File: config.mk
export PLATFORM = sky130hd
export DESIGN_NAME = rgb_triple_run_length_decoder_core
export DESIGN_NICKNAME = d
export VERILOG_FILES = /design/src/rtl/rtrld_pkg.sv /design/src/rtl/rtrld_front.sv /design/src/rtl/rtrld_queue.sv /design/src/rtl/rtrld_back.sv /design/src/rtl/rgb_triple_run_length_decoder_core.sv
export SDC_FILE = /design/constraint.sdc
export NUM_CORES = 1
export LEC_CHECK = 0
export BUFFER_PORTS_ARGS = -buffer_cell sky130_fd_sc_hd__buf_2
export CAP_MARGIN = 10
export CORE_AREA = 2 2 198 200
export DETAILED_ROUTE_END_ITERATION = 10
export DIE_AREA = 0 0 200 202
export GPL_TIMING_DRIVEN = 1
export PLACE_DENSITY = 0.49
export SLEW_MARGIN = 20
export SYNTH_ARGS = -nofsm -noshare
export SYNTH_HDL_FRONTEND = slang
export SYNTH_SLANG_ARGS = --single-unit
File: constraint.sdc
create_clock -name clk -period 5.45 [get_ports clk]
set_input_delay 0.2725 -clock clk [delete_from_list [all_inputs] [get_ports clk]]
set_output_delay 0.2725 -clock clk [all_outputs]
set_load 0.03 [all_outputs]
File: src/rtl/rtrld_pkg.sv
// Shared types and constants for the RGB triple run-length decoder.
`timescale 1ns / 1ps

package rtrld_pkg;

  localparam int CODE_W    = 8;
  localparam int PIXEL_W   = 24;
  localparam int PARTIAL_W = 16;
  localparam int BYTES_W   = 25;
  localparam int EXPECT_W  = 24;
  localparam int ADD_W     = 10;

  localparam logic [BYTES_W-1:0] BYTES_MAX   = {BYTES_W{1'b1}};
  localparam logic [ADD_W-1:0]   PIXEL_BYTES = ADD_W'(3);
  localparam logic [1:0]         RUN_MATCHES = 2'd2;

  // Number of decoded operations that can wait between front and back.
  localparam int QUEUE_DEPTH = 2;

  typedef enum logic [1:0] {
    PH_BYTE0 = 2'd0,
    PH_BYTE1 = 2'd1,
    PH_BYTE2 = 2'd2,
    PH_COUNT = 2'd3
  } phase_t;

  typedef enum logic [1:0] {
    OP_STATUS  = 2'd0,
    OP_LITERAL = 2'd1,
    OP_RUN     = 2'd2
  } op_kind_t;

  typedef struct packed {
    logic [CODE_W-1:0] code_byte;
    logic              frame_end;
  } in_item_t;

  typedef struct packed {
    logic [PIXEL_W-1:0] pixel;
    logic [CODE_W-1:0]  repeat_res;
    logic               last;
    logic               frame_ok;
  } out_item_t;

  typedef struct packed {
    op_kind_t           kind;
    logic [PIXEL_W-1:0] pixel;
    logic [CODE_W-1:0]  rep;
    logic               last;
    logic               clean;
  } op_t;

  typedef struct packed {
    logic full;
    logic empty;
  } queue_status_t;

endpackage

File: src/rtl/rtrld_front.sv
// Front end: assembles byte triples, tracks matches and issues decode operations.
`timescale 1ns / 1ps

module rtrld_front (
  input  logic                clk,
  input  logic                rst_n,
  input  logic                take,
  input  rtrld_pkg::in_item_t item,
  output logic                push,
  output rtrld_pkg::op_t      op
);

  rtrld_pkg::phase_t                     phase_r, phase_nxt;
  logic [rtrld_pkg::PARTIAL_W-1:0]       partial_r, partial_nxt;
  logic [rtrld_pkg::PIXEL_W-1:0]         prev_r, prev_nxt;
  logic [1:0]                            match_cnt_r, match_cnt_nxt;
  logic                                  fresh_r, fresh_nxt;

  logic [rtrld_pkg::PIXEL_W-1:0] trip;
  logic [1:0]                    match_inc;
  logic                          match;
  logic                          emit;
  logic                          clean;

  always_ff @(posedge clk) begin
    if (!rst_n) begin
      phase_r     <= rtrld_pkg::PH_BYTE0;
      partial_r   <= '0;
      prev_r      <= '0;
      match_cnt_r <= '0;
      fresh_r     <= 1'b1;
    end else if (take) begin
      phase_r     <= phase_nxt;
      partial_r   <= partial_nxt;
      prev_r      <= prev_nxt;
      match_cnt_r <= match_cnt_nxt;
      fresh_r     <= fresh_nxt;
    end
  end

  assign trip      = {item.code_byte, partial_r};
  assign match     = fresh_r || (trip == prev_r);
  assign match_inc = match_cnt_r + 2'd1;

  always_comb begin
    phase_nxt     = phase_r;
    partial_nxt   = partial_r;
    prev_nxt      = prev_r;
    match_cnt_nxt = match_cnt_r;
    fresh_nxt     = fresh_r;
    emit          = 1'b0;
    clean         = 1'b1;
    op.kind       = rtrld_pkg::OP_STATUS;
    op.pixel      = '0;
    op.rep        = '0;

    unique case (phase_r)
      rtrld_pkg::PH_BYTE0: begin
        partial_nxt = {{(rtrld_pkg::PARTIAL_W-rtrld_pkg::CODE_W){1'b0}}, item.code_byte};
        phase_nxt   = rtrld_pkg::PH_BYTE1;
        clean       = 1'b0;
      end
      rtrld_pkg::PH_BYTE1: begin
        partial_nxt = {item.code_byte, partial_r[rtrld_pkg::CODE_W-1:0]};
        phase_nxt   = rtrld_pkg::PH_BYTE2;
        clean       = 1'b0;
      end
      rtrld_pkg::PH_BYTE2: begin
        fresh_nxt   = 1'b0;
        prev_nxt    = trip;
        partial_nxt = '0;
        emit        = 1'b1;
        op.kind     = rtrld_pkg::OP_LITERAL;
        op.pixel    = trip;
        op.rep      = rtrld_pkg::CODE_W'(1);
        phase_nxt   = rtrld_pkg::PH_BYTE0;
        if (match) begin
          if (match_inc == rtrld_pkg::RUN_MATCHES) begin
            // Second match in a row: the next byte is a run count.
            match_cnt_nxt = '0;
            phase_nxt     = rtrld_pkg::PH_COUNT;
            clean         = 1'b0;
          end else begin
            match_cnt_nxt = match_inc;
          end
        end else begin
          match_cnt_nxt = '0;
        end
      end
      rtrld_pkg::PH_COUNT: begin
        emit          = 1'b1;
        op.kind       = rtrld_pkg::OP_RUN;
        op.pixel      = prev_r;
        op.rep        = item.code_byte;
        phase_nxt     = rtrld_pkg::PH_BYTE0;
        match_cnt_nxt = '0;
        fresh_nxt     = 1'b1;
      end
    endcase

    // The frame's last byte returns all decode state to its reset values.
    if (item.frame_end) begin
      phase_nxt     = rtrld_pkg::PH_BYTE0;
      partial_nxt   = '0;
      prev_nxt      = '0;
      match_cnt_nxt = '0;
      fresh_nxt     = 1'b1;
    end

    op.last  = item.frame_end;
    op.clean = clean;
  end

  assign push = take && (emit || item.frame_end);

endmodule

File: src/rtl/rtrld_queue.sv
// Short register queue that carries decode operations from front to back.
`timescale 1ns / 1ps

module rtrld_queue (
  input  logic                      clk,
  input  logic                      rst_n,
  input  logic                      push,
  input  rtrld_pkg::op_t            push_op,
  input  logic                      pop,
  output rtrld_pkg::op_t            head_op,
  output rtrld_pkg::queue_status_t  status
);

  localparam int PTR_W = (rtrld_pkg::QUEUE_DEPTH > 1) ? $clog2(rtrld_pkg::QUEUE_DEPTH) : 1;
  localparam int CNT_W = $clog2(rtrld_pkg::QUEUE_DEPTH + 1);
  localparam logic [PTR_W-1:0] LAST_PTR = PTR_W'(rtrld_pkg::QUEUE_DEPTH - 1);
  localparam logic [CNT_W-1:0] FULL_CNT = CNT_W'(rtrld_pkg::QUEUE_DEPTH);

  rtrld_pkg::op_t       slot_r [rtrld_pkg::QUEUE_DEPTH];
  logic [PTR_W-1:0]     wr_ptr_r, wr_ptr_nxt;
  logic [PTR_W-1:0]     rd_ptr_r, rd_ptr_nxt;
  logic [CNT_W-1:0]     count_r, count_nxt;

  assign status.full  = (count_r == FULL_CNT);
  assign status.empty = (count_r == '0);
  assign head_op      = slot_r[rd_ptr_r];

  always_comb begin
    wr_ptr_nxt = wr_ptr_r;
    rd_ptr_nxt = rd_ptr_r;
    count_nxt  = count_r;
    if (push) begin
      wr_ptr_nxt = (wr_ptr_r == LAST_PTR) ? '0 : wr_ptr_r + PTR_W'(1);
    end
    if (pop) begin
      rd_ptr_nxt = (rd_ptr_r == LAST_PTR) ? '0 : rd_ptr_r + PTR_W'(1);
    end
    if (push && !pop) begin
      count_nxt = count_r + CNT_W'(1);
    end else if (pop && !push) begin
      count_nxt = count_r - CNT_W'(1);
    end
  end

  always_ff @(posedge clk) begin
    if (!rst_n) begin
      wr_ptr_r <= '0;
      rd_ptr_r <= '0;
      count_r  <= '0;
    end else begin
      wr_ptr_r <= wr_ptr_nxt;
      rd_ptr_r <= rd_ptr_nxt;
      count_r  <= count_nxt;
    end
  end

  always_ff @(posedge clk) begin
    if (push) begin
      slot_r[wr_ptr_r] <= push_op;
    end
  end

endmodule

File: src/rtl/rtrld_back.sv
// Back end: keeps the decoded byte total, judges the frame and holds the result register.
`timescale 1ns / 1ps

module rtrld_back (
  input  logic                             clk,
  input  logic                             rst_n,
  input  logic [rtrld_pkg::EXPECT_W-1:0]   expected_bytes,
  input  rtrld_pkg::op_t                   head_op,
  input  logic                             q_empty,
  output logic                             pop,
  output logic                             out_valid,
  input  logic                             out_ready,
  output rtrld_pkg::out_item_t             out_data
);

  logic                               out_valid_r;
  rtrld_pkg::out_item_t               out_data_r, out_data_nxt;
  logic [rtrld_pkg::BYTES_W-1:0]      total_r, total_nxt;

  logic [rtrld_pkg::ADD_W-1:0]        add_n;
  logic [rtrld_pkg::BYTES_W:0]        sum;
  logic [rtrld_pkg::BYTES_W-1:0]      sat;
  logic [rtrld_pkg::ADD_W-1:0]        rep_wide;

  assign pop = !q_empty && (!out_valid_r || out_ready);

  assign rep_wide = rtrld_pkg::ADD_W'(head_op.rep);

  always_comb begin
    unique case (head_op.kind)
      rtrld_pkg::OP_LITERAL: add_n = rtrld_pkg::PIXEL_BYTES;
      rtrld_pkg::OP_RUN:     add_n = {rep_wide[rtrld_pkg::ADD_W-2:0], 1'b0} + rep_wide;
      default:               add_n = '0;
    endcase
  end

  // The total sticks at its maximum, which no expected size can equal.
  assign sum = {1'b0, total_r} + (rtrld_pkg::BYTES_W + 1)'(add_n);
  assign sat = (sum >= {1'b0, rtrld_pkg::BYTES_MAX}) ? rtrld_pkg::BYTES_MAX
                                                     : sum[rtrld_pkg::BYTES_W-1:0];

  always_comb begin
    out_data_nxt.pixel      = head_op.pixel;
    out_data_nxt.repeat_res = head_op.rep;
    out_data_nxt.last       = head_op.last;
    out_data_nxt.frame_ok   = head_op.last && head_op.clean &&
                              (sat == {1'b0, expected_bytes});
    total_nxt               = head_op.last ? '0 : sat;
  end

  always_ff @(posedge clk) begin
    if (!rst_n) begin
      out_valid_r <= 1'b0;
      total_r     <= '0;
    end else begin
      if (pop) begin
        out_valid_r <= 1'b1;
        total_r     <= total_nxt;
      end else if (out_ready) begin
        out_valid_r <= 1'b0;
      end
    end
  end

  always_ff @(posedge clk) begin
    if (pop) begin
      out_data_r <= out_data_nxt;
    end
  end

  assign out_valid = out_valid_r;
  assign out_data  = out_data_r;

endmodule

File: src/rtl/rgb_triple_run_length_decoder_core.sv
// Top level of the RGB triple run-length decoder.
//
// The input channel takes one coded byte per request, with frame_end on the
// frame's last byte. Every third pixel byte yields a result with repeat 1;
// after two matching triples the next byte is a run count and yields the
// previous pixel with that repeat. The frame's last byte always yields a
// result with last set and frame_ok telling whether no partial triple or
// count byte is pending and the decoded byte total equals expected_bytes;
// a partial trailing triple gives a status result with repeat 0.
// Throughput is one input byte per cycle while the queue is not full. The
// front end pushes each operation into the two-entry queue as its byte is
// taken; the back end moves the queue head into the output register when
// that register is empty or being taken. When the receiver stalls the output
// register holds and the queue fills; in_ready drops only while the queue is
// full. The user must write expected_bytes through cfg_we / cfg_wdata only
// while no frame is in flight; the block does not enforce this. Reset clears
// decode state, byte total, queue and expected_bytes, leaving in_ready high.
`timescale 1ns / 1ps

module rgb_triple_run_length_decoder_core (
  input  logic                            clk,
  input  logic                            rst_n,
  input  logic                            in_valid,
  output logic                            in_ready,
  input  rtrld_pkg::in_item_t             in_data,
  output logic                            out_valid,
  input  logic                            out_ready,
  output rtrld_pkg::out_item_t            out_data,
  input  logic                            cfg_we,
  input  logic [rtrld_pkg::EXPECT_W-1:0]  cfg_wdata
);

  logic [rtrld_pkg::EXPECT_W-1:0] expected_r;
  logic                           take;
  logic                           push;
  logic                           pop;
  rtrld_pkg::op_t                 push_op;
  rtrld_pkg::op_t                 head_op;
  rtrld_pkg::queue_status_t       q_status;

  always_ff @(posedge clk) begin
    if (!rst_n) begin
      expected_r <= '0;
    end else if (cfg_we) begin
      expected_r <= cfg_wdata;
    end
  end

  assign in_ready = !q_status.full;
  assign take     = in_valid && in_ready;

  rtrld_front u_front (
    .clk   (clk),
    .rst_n (rst_n),
    .take  (take),
    .item  (in_data),
    .push  (push),
    .op    (push_op)
  );

  rtrld_queue u_queue (
    .clk     (clk),
    .rst_n   (rst_n),
    .push    (push),
    .push_op (push_op),
    .pop     (pop),
    .head_op (head_op),
    .status  (q_status)
  );

  rtrld_back u_back (
    .clk            (clk),
    .rst_n          (rst_n),
    .expected_bytes (expected_r),
    .head_op        (head_op),
    .q_empty        (q_status.empty),
    .pop            (pop),
    .out_valid      (out_valid),
    .out_ready      (out_ready),
    .out_data       (out_data)
  );

  // A frame can only be judged good on its closing result.
  a_ok_needs_last: assert property (@(posedge clk) disable iff (!rst_n)
    out_valid && out_data.frame_ok |-> out_data.last)
    else $error("frame_ok set on a result that does not close a frame");

  // A new result only comes out of a queued operation.
  a_no_invented_result: assert property (@(posedge clk) disable iff (!rst_n)
    q_status.empty && !out_valid |=> !out_valid)
    else $error("result appeared with nothing queued");

  // The frame's last byte always leaves an operation behind it.
  a_end_queued: assert property (@(posedge clk) disable iff (!rst_n)
    take && in_data.frame_end |=> !q_status.empty)
    else $error("frame end request produced no queued operation");

endmodule

Yosys cells after proc, flatten, opt, wreduce, memory -nomap -nowiden
Memories as Yosys holds them, arrays and structs flattened. A register that Yosys moved wholly into a read port is not among the register bits.
Index checks and enable logic that the tools add are counted.
{"block": "totals", "reg_bits": 133, "mem_bits_rw": 72, "in_bits": 38, "out_inout_bits": 36, "elab_cells": 96, "memories": 1}
{"memory": "u_queue.slot_r", "depth": 2, "word_bits": 36, "rd": 1, "rd_ports_with_merged_regs": 1, "write_ports": 1, "line_no": "rtrld_queue.sv:19", "source": "rtrld_pkg::op_t slot_r [rtrld_pkg::QUEUE_DEPTH];"}
{"block": "op_classes", "n_addsub": 7, "n_lt_le_gt_ge": 1, "eq_ne": 10, "muxes": 32, "n_reduce_logical": 29}
{"operator": "34-bit case mux with 2 select lines", "n": 1}
{"operator": "25-bit two-way mux", "n": 2}
{"operator": "24-bit two-way mux", "n": 2}
{"operator": "16-bit case mux with 3 select lines", "n": 1}
{"operator": "25-bit by 10-bit adder with 26-bit output", "n": 1}
{"operator": "26-bit by 25-bit greater-or-equal comparator with 1-bit output (second input constant)", "n": 1}
{"operator": "25-bit by 24-bit == test with 1-bit output", "n": 1}
{"operator": "24-bit == test", "n": 1}
{"operator": "10-bit case mux with 2 select lines", "n": 1}
{"operator": "16-bit two-way mux", "n": 1}
{"operator": "2-bit two-way mux", "n": 8}
{"operator": "1-bit two-way mux", "n": 12}
{"operator": "9-bit by 8-bit adder with 10-bit output", "n": 1}
{"operator": "2-bit == test (second input constant)", "n": 5}
{"operator": "2-bit case mux with 4 select lines", "n": 1}
{"operator": "1-bit logical AND", "n": 7}
{"operator": "2-bit AND reduction", "n": 3}
{"operator": "2-bit nonzero test", "n": 3}
{"operator": "3-bit nonzero test", "n": 2}
{"operator": "1-bit zero test", "n": 5}
{"operator": "2-bit by 1-bit adder with 2-bit output (second input constant)", "n": 2}
{"operator": "2-bit by 1-bit == test with 1-bit output (second input constant)", "n": 2}
{"operator": "2-bit zero test", "n": 2}
{"operator": "1-bit case mux with 2 select lines", "n": 2}
{"operator": "other kinds (8)", "n": 12}

Depth between registers and ports, before layout
{"block": "depth", "ltp_word": 9, "mapped_depth": 26, "ltp_nobuf": 22}

Cells and area by module
From an unflattened synthesis, not the netlist that was laid out.
{"block": "unflattened", "hier_cells": 902, "area_unflattened_um2": 10134.7}
{"mod": "rtrld_back", "instances": 1, "cells_each": 407, "area_each_um2": 3819.9, "seq_area_each_um2": 1541.5}
{"mod": "rtrld_queue", "instances": 1, "cells_each": 134, "area_each_um2": 2825.2, "seq_area_each_um2": 2262.2}
{"mod": "rtrld_front", "instances": 1, "cells_each": 282, "area_each_um2": 2549.9, "seq_area_each_um2": 900.9}
{"mod": "rgb_triple_run_length_decoder_core", "instances": 1, "cells_each": 79, "area_each_um2": 939.7, "seq_area_each_um2": 480.5}

Least setup slack after synthesis
Ideal clock, no wire load.
{"block": "synth_timing", "kind": "register to register", "from": "register with a tool-made name", "to": "register u_back.out_data_r (netlist bit u_back.out_data[0]), data pin", "setup_time_ps": 134, "arrival_time_ps": 4850, "t_required_ps": 5316, "setup_slack_ps": 466, "path_stages_with_launch": 26, "n_path_buf": 3, "period_less_slack_ps": 4984, "path_cell_list": "dfxtp_1 buf_2 buf_1 mux2i_1 inv_1 ha_1 a21o_1 a21oi_1 o21bai_1 a21oi_1 nor2b_1 nor2_1 o21bai_1 xor2_1 nor2b_1 ha_1 buf_2 nand3_1 o211ai_2 nor2_2 a2111oi_4 o21ai_1 o32a_1 o22a_1 nor4_1 and4_1"}
{"element": "to (signal assigned)", "line_no": "rtrld_back.sv:67", "source": "out_data_r <= out_data_nxt;"}
{"element": "to (decl)", "line_no": "rtrld_back.sv:17", "source": "rtrld_pkg::out_item_t out_data_r, out_data_nxt;"}

==> flow_summary.yaml <==
status:
  status: "completed"
worst_setup_path:
  crit_fanout: 9
  critPathLaunchType: "flip-flop"
  path_cells: "mux2i_2, inv_1, ha_1, a21o_1, a21oi_2, o21bai_1, a21oi_1, nor2b_1, nor2_1, o21bai_1, xor2_1, nor2b_1, ha_2, and4_1, nand2_1, a21o_4, a2111oi_4, o21ai_1, o32a_1, o22a_1, nor4_1, and4_1"
  cp-end-kind: "flip-flop"
  cp_data_required_time_ns: 5.85
  cp_num_buf_inv: 1
  crit_type: "flip-flop to flip-flop"
  cp.arrival_ns: 5.37
  cp_slowest_stage_delay_ns: 0.52
  reg2reg_slack_ns: 0.49
  path_delay_family: "compound AO/OA/AOI/OAI gates"
  cp_slowest_cell: "a2111oi_4"
power:
  internal-power_mw: 3.41
  p_sw_frac: 0.340
  ir_drop_mv: 0.179
  p_per_area_nw_per_um2: 425
  switchingPower_mw: 1.76
  p_seq_frac: 0.381
  leakagePower_nw: 4.41
  clkPwrFrac: 0.324
  pwr-share-comb: 0.295
sta:
  holdWs_ns: 0.0826
  report.final.setup_viol: 0
  finalHoldViolations: 0
  fin_setup_tns_ns: 0
  period_share: 0.911
  worst_slew_pin_slew_ns: 0.900
  layout_min_cycle_time_ns: 4.96
  rsz0062_at_grt: "false"
  fin_skew_ns: 0.0102
  fmax_mhz: 202
  drv_slew: 0
  slew_headroom: 0.396
grt:
  grt_pass1_vias: 7146
  antenna_found_initial: 1
  grt_overflow_total: 0
  grt_max_degree: 91
  track_usage: 0.133
  grt_pass1_wl_mm: 41.9
die:
  row_count: 72
  num_io_pins: 74
  core_area_sq_um: 38300
  die_y_um: 202
  initial_core_util: 0.266
  dieArea_sq_um: 40400
  die-width_um: 200
yosys:
  synth_edf_count: 106
  syn_area_sq_um: 10200
  syn_nets: 976
  synth_area_per_cell_sq_um: 11.2
  synth_ff_type: "edfxtp_1"
  synth_common_cells: "106 x edfxtp_1, 100 x dfxtp_1, 64 x nor2b_1"
  async_flop_share: 0
  netlist_instances: 909
  synth.distinct_cells: 81
  yosysTopAreaCellShare: 0.313
  ys_seq_area_frac: 0.510
  yosys_warnings: 0
  synth-seq-cells: 206
  synth.most_common_cell: "edfxtp_1"
  synth_area_leaders: "edfxtp_1 31%, dfxtp_1 20%, nor2b_1 3.9%"
  synth_top_area_cell: "edfxtp_1"
route:
  routed_via_density: 4.70
  drc: 0
  drt_iter0_drc: 411
  finalWirelength_mm: 26.7
  wl_per_cell_um: 17.5
  firstDrtPassIters: 5
  antenna_left: 0
  dr_total_vias: 7186
layout:
  fillCellCount: 3932
  antennaDiodeCount: 0
  fin_nets: 1061
  final_cells: 1529
  area_growth_pct: 19.7
  drive_above_1_share: 0.189
  stdcell_area_sq_um: 12200
placement:
  place.gp.congestion: 0.895
  place_inst: 1464
  postPlaceCellArea_sq_um: 11100
  port_buffers: 73
  dp_hpwl_mm: 18.0
cts:
  insertion_delay_ns: 0.54
  cts_sinks: 206
  htree_levels: 1
  cts_root_buffer: "clkbuf_16"
  path_clk_slew_ns: 0.07
  cts_buffers: 23
  cts_tree: "built"
  clockBufferDepth: 3
worst_hold_path:
  hp-class: "input port to flip-flop"
flow_run:
  drv_cap: 0
[power groups by stage]
stage | clock (mW) | combinational (mW) | sequential [mW]
5_1_grt | 1.78 | 1.69 | 1.99
6_report | 1.67 | 1.53 | 1.97
4_1_cts | 1.73 | 1.54 | 1.97
3_3_place_gp | 0 | 1.52 | 2.01
2_1_floorplan | 0 | 0.908 | 2.17
3_5_place_dp | 0 | 1.52 | 2.01
[worst paths after layout]
kind                                                     startpoint                             endpoint  depth (start not counted)
worst max register to register                            flip-flop         u_back.out_data[0]$_DFFE_PP_                         22
worst min register to register  u_front.match_cnt_r[1]$_SDFFE_PN0P_  u_front.match_cnt_r[1]$_SDFFE_PN0P_                          2
worst min-delay path                                   cfg_wdata[0]           expected_r[0]$_SDFFE_PN0P_                          3
worst max-delay path                                      flip-flop         u_back.out_data[0]$_DFFE_PP_                         22
[flip-flops by register name (all words and copies together), names as in the netlist, 2 cells and up, named ones only]
| signal | flops |
|---|---|
| u_front.match_cnt_r | 2 |
| u_front.partial_r | 16 |
| u_back.total_r | 25 |
| expected_r | 24 |
| u_queue.count_r | 2 |
| u_front.prev_r | 24 |
| u_back.out_data | 34 |
| u_front.phase_r | 2 |
| u_queue.slot_r | 72 |
[layer usage]
layer / part of all wire / track usage / vias up
met1: 0.49 / 0.189 / 3502
met4: 0.019 / 0.0354 / 2
met3: 0.041 / 0.0197 / 36
li1: - / - / 3513
met2: 0.45 / 0.209 / 133
met5: 0.00049 / 0 / -
[through the flow]
stage                      util  setup slack (ns)  power (mW)
after floorplan               -             0.466        3.08
after global placement    0.290             0.507        3.53
after detailed placement  0.290             0.449        3.53
after CTS                 0.317             0.429        5.24
after global routing      0.318            0.0397        5.47
final                     0.318             0.487        5.17
[cell type report]
| cell class | count | area [sq um] | share of cell area |
|---|---|---|---|
| flip-flops and latches | 206 | 5190 | 0.426 |
| multi-input cells | 623 | 4700 | 0.386 |
| repair buffers | 111 | 721 | 0.0592 |
| well taps | 518 | 648 | 0.0533 |
| clock buffers | 29 | 618 | 0.0508 |
| clock inverters | 13 | 188 | 0.0154 |
| inverters | 29 | 109 | 0.00895 |
[worst register-to-register path, stage by stage, from the launching register on]
cell       delay (ns)
dfxtp_2          0.40
mux2i_2          0.30
inv_1            0.12
ha_1             0.30
a21o_1           0.17
a21oi_2          0.19
o21bai_1         0.08
a21oi_1          0.19
nor2b_1          0.08
nor2_1           0.09
o21bai_1         0.08
xor2_1           0.14
nor2b_1          0.14
ha_2             0.40
and4_1           0.26
nand2_1          0.11
a21o_4           0.26
a2111oi_4        0.52
o21ai_1          0.13
o32a_1           0.31
o22a_1           0.20
nor4_1           0.14
and4_1           0.21
[timing repair]
action / in CTS / in global routing
setup endpoints to repair: 0 / 10
hold buffers: 23 / 0
hold endpoints to repair: 23 / 0
buffers inserted: 0 / 0
gates resized for setup: 0 / 6
[cells by family (layout without fill, tap and decap cells)]
family	count (synthesis)	after routing	synth area share
AND/OR/NAND/NOR	259	259	0.140
AO/OA/AOI/OAI	215	215	0.163
XOR/XNOR	60	60	0.0560
multiplexers	60	60	0.0626
flip-flops	206	206	0.510
adder cells (fa/ha/maj)	29	29	0.0372
buffers and inverters	80	182	0.0314
[cell usage in the layout, fill, tap and decap left out, types with 6 or more instances in the layout]
master,n
dfxtp_1,99
mux2i_1,29
xor2_1,23
edfxtp_1,106
nor2_1,32
xnor2_1,34
mux2_2,29
a21boi_0,23
and2_1,14
a21o_1,13
a211oi_1,10
buf_2,73
ha_1,26
o21ai_0,18
inv_1,28
a22oi_1,27
nand2_1,47
o211ai_1,6
a22o_1,24
nand4_1,14
buf_4,14
nor4_1,8
nand3_1,30
clkbuf_16,23
nand2b_1,7
dlygate4sd3_1,23
nor2b_1,64
o21bai_1,7
a31oi_1,8
nor3_1,13
o21ai_1,6
a21oi_1,24
Power figures use the tool's default switching activity.
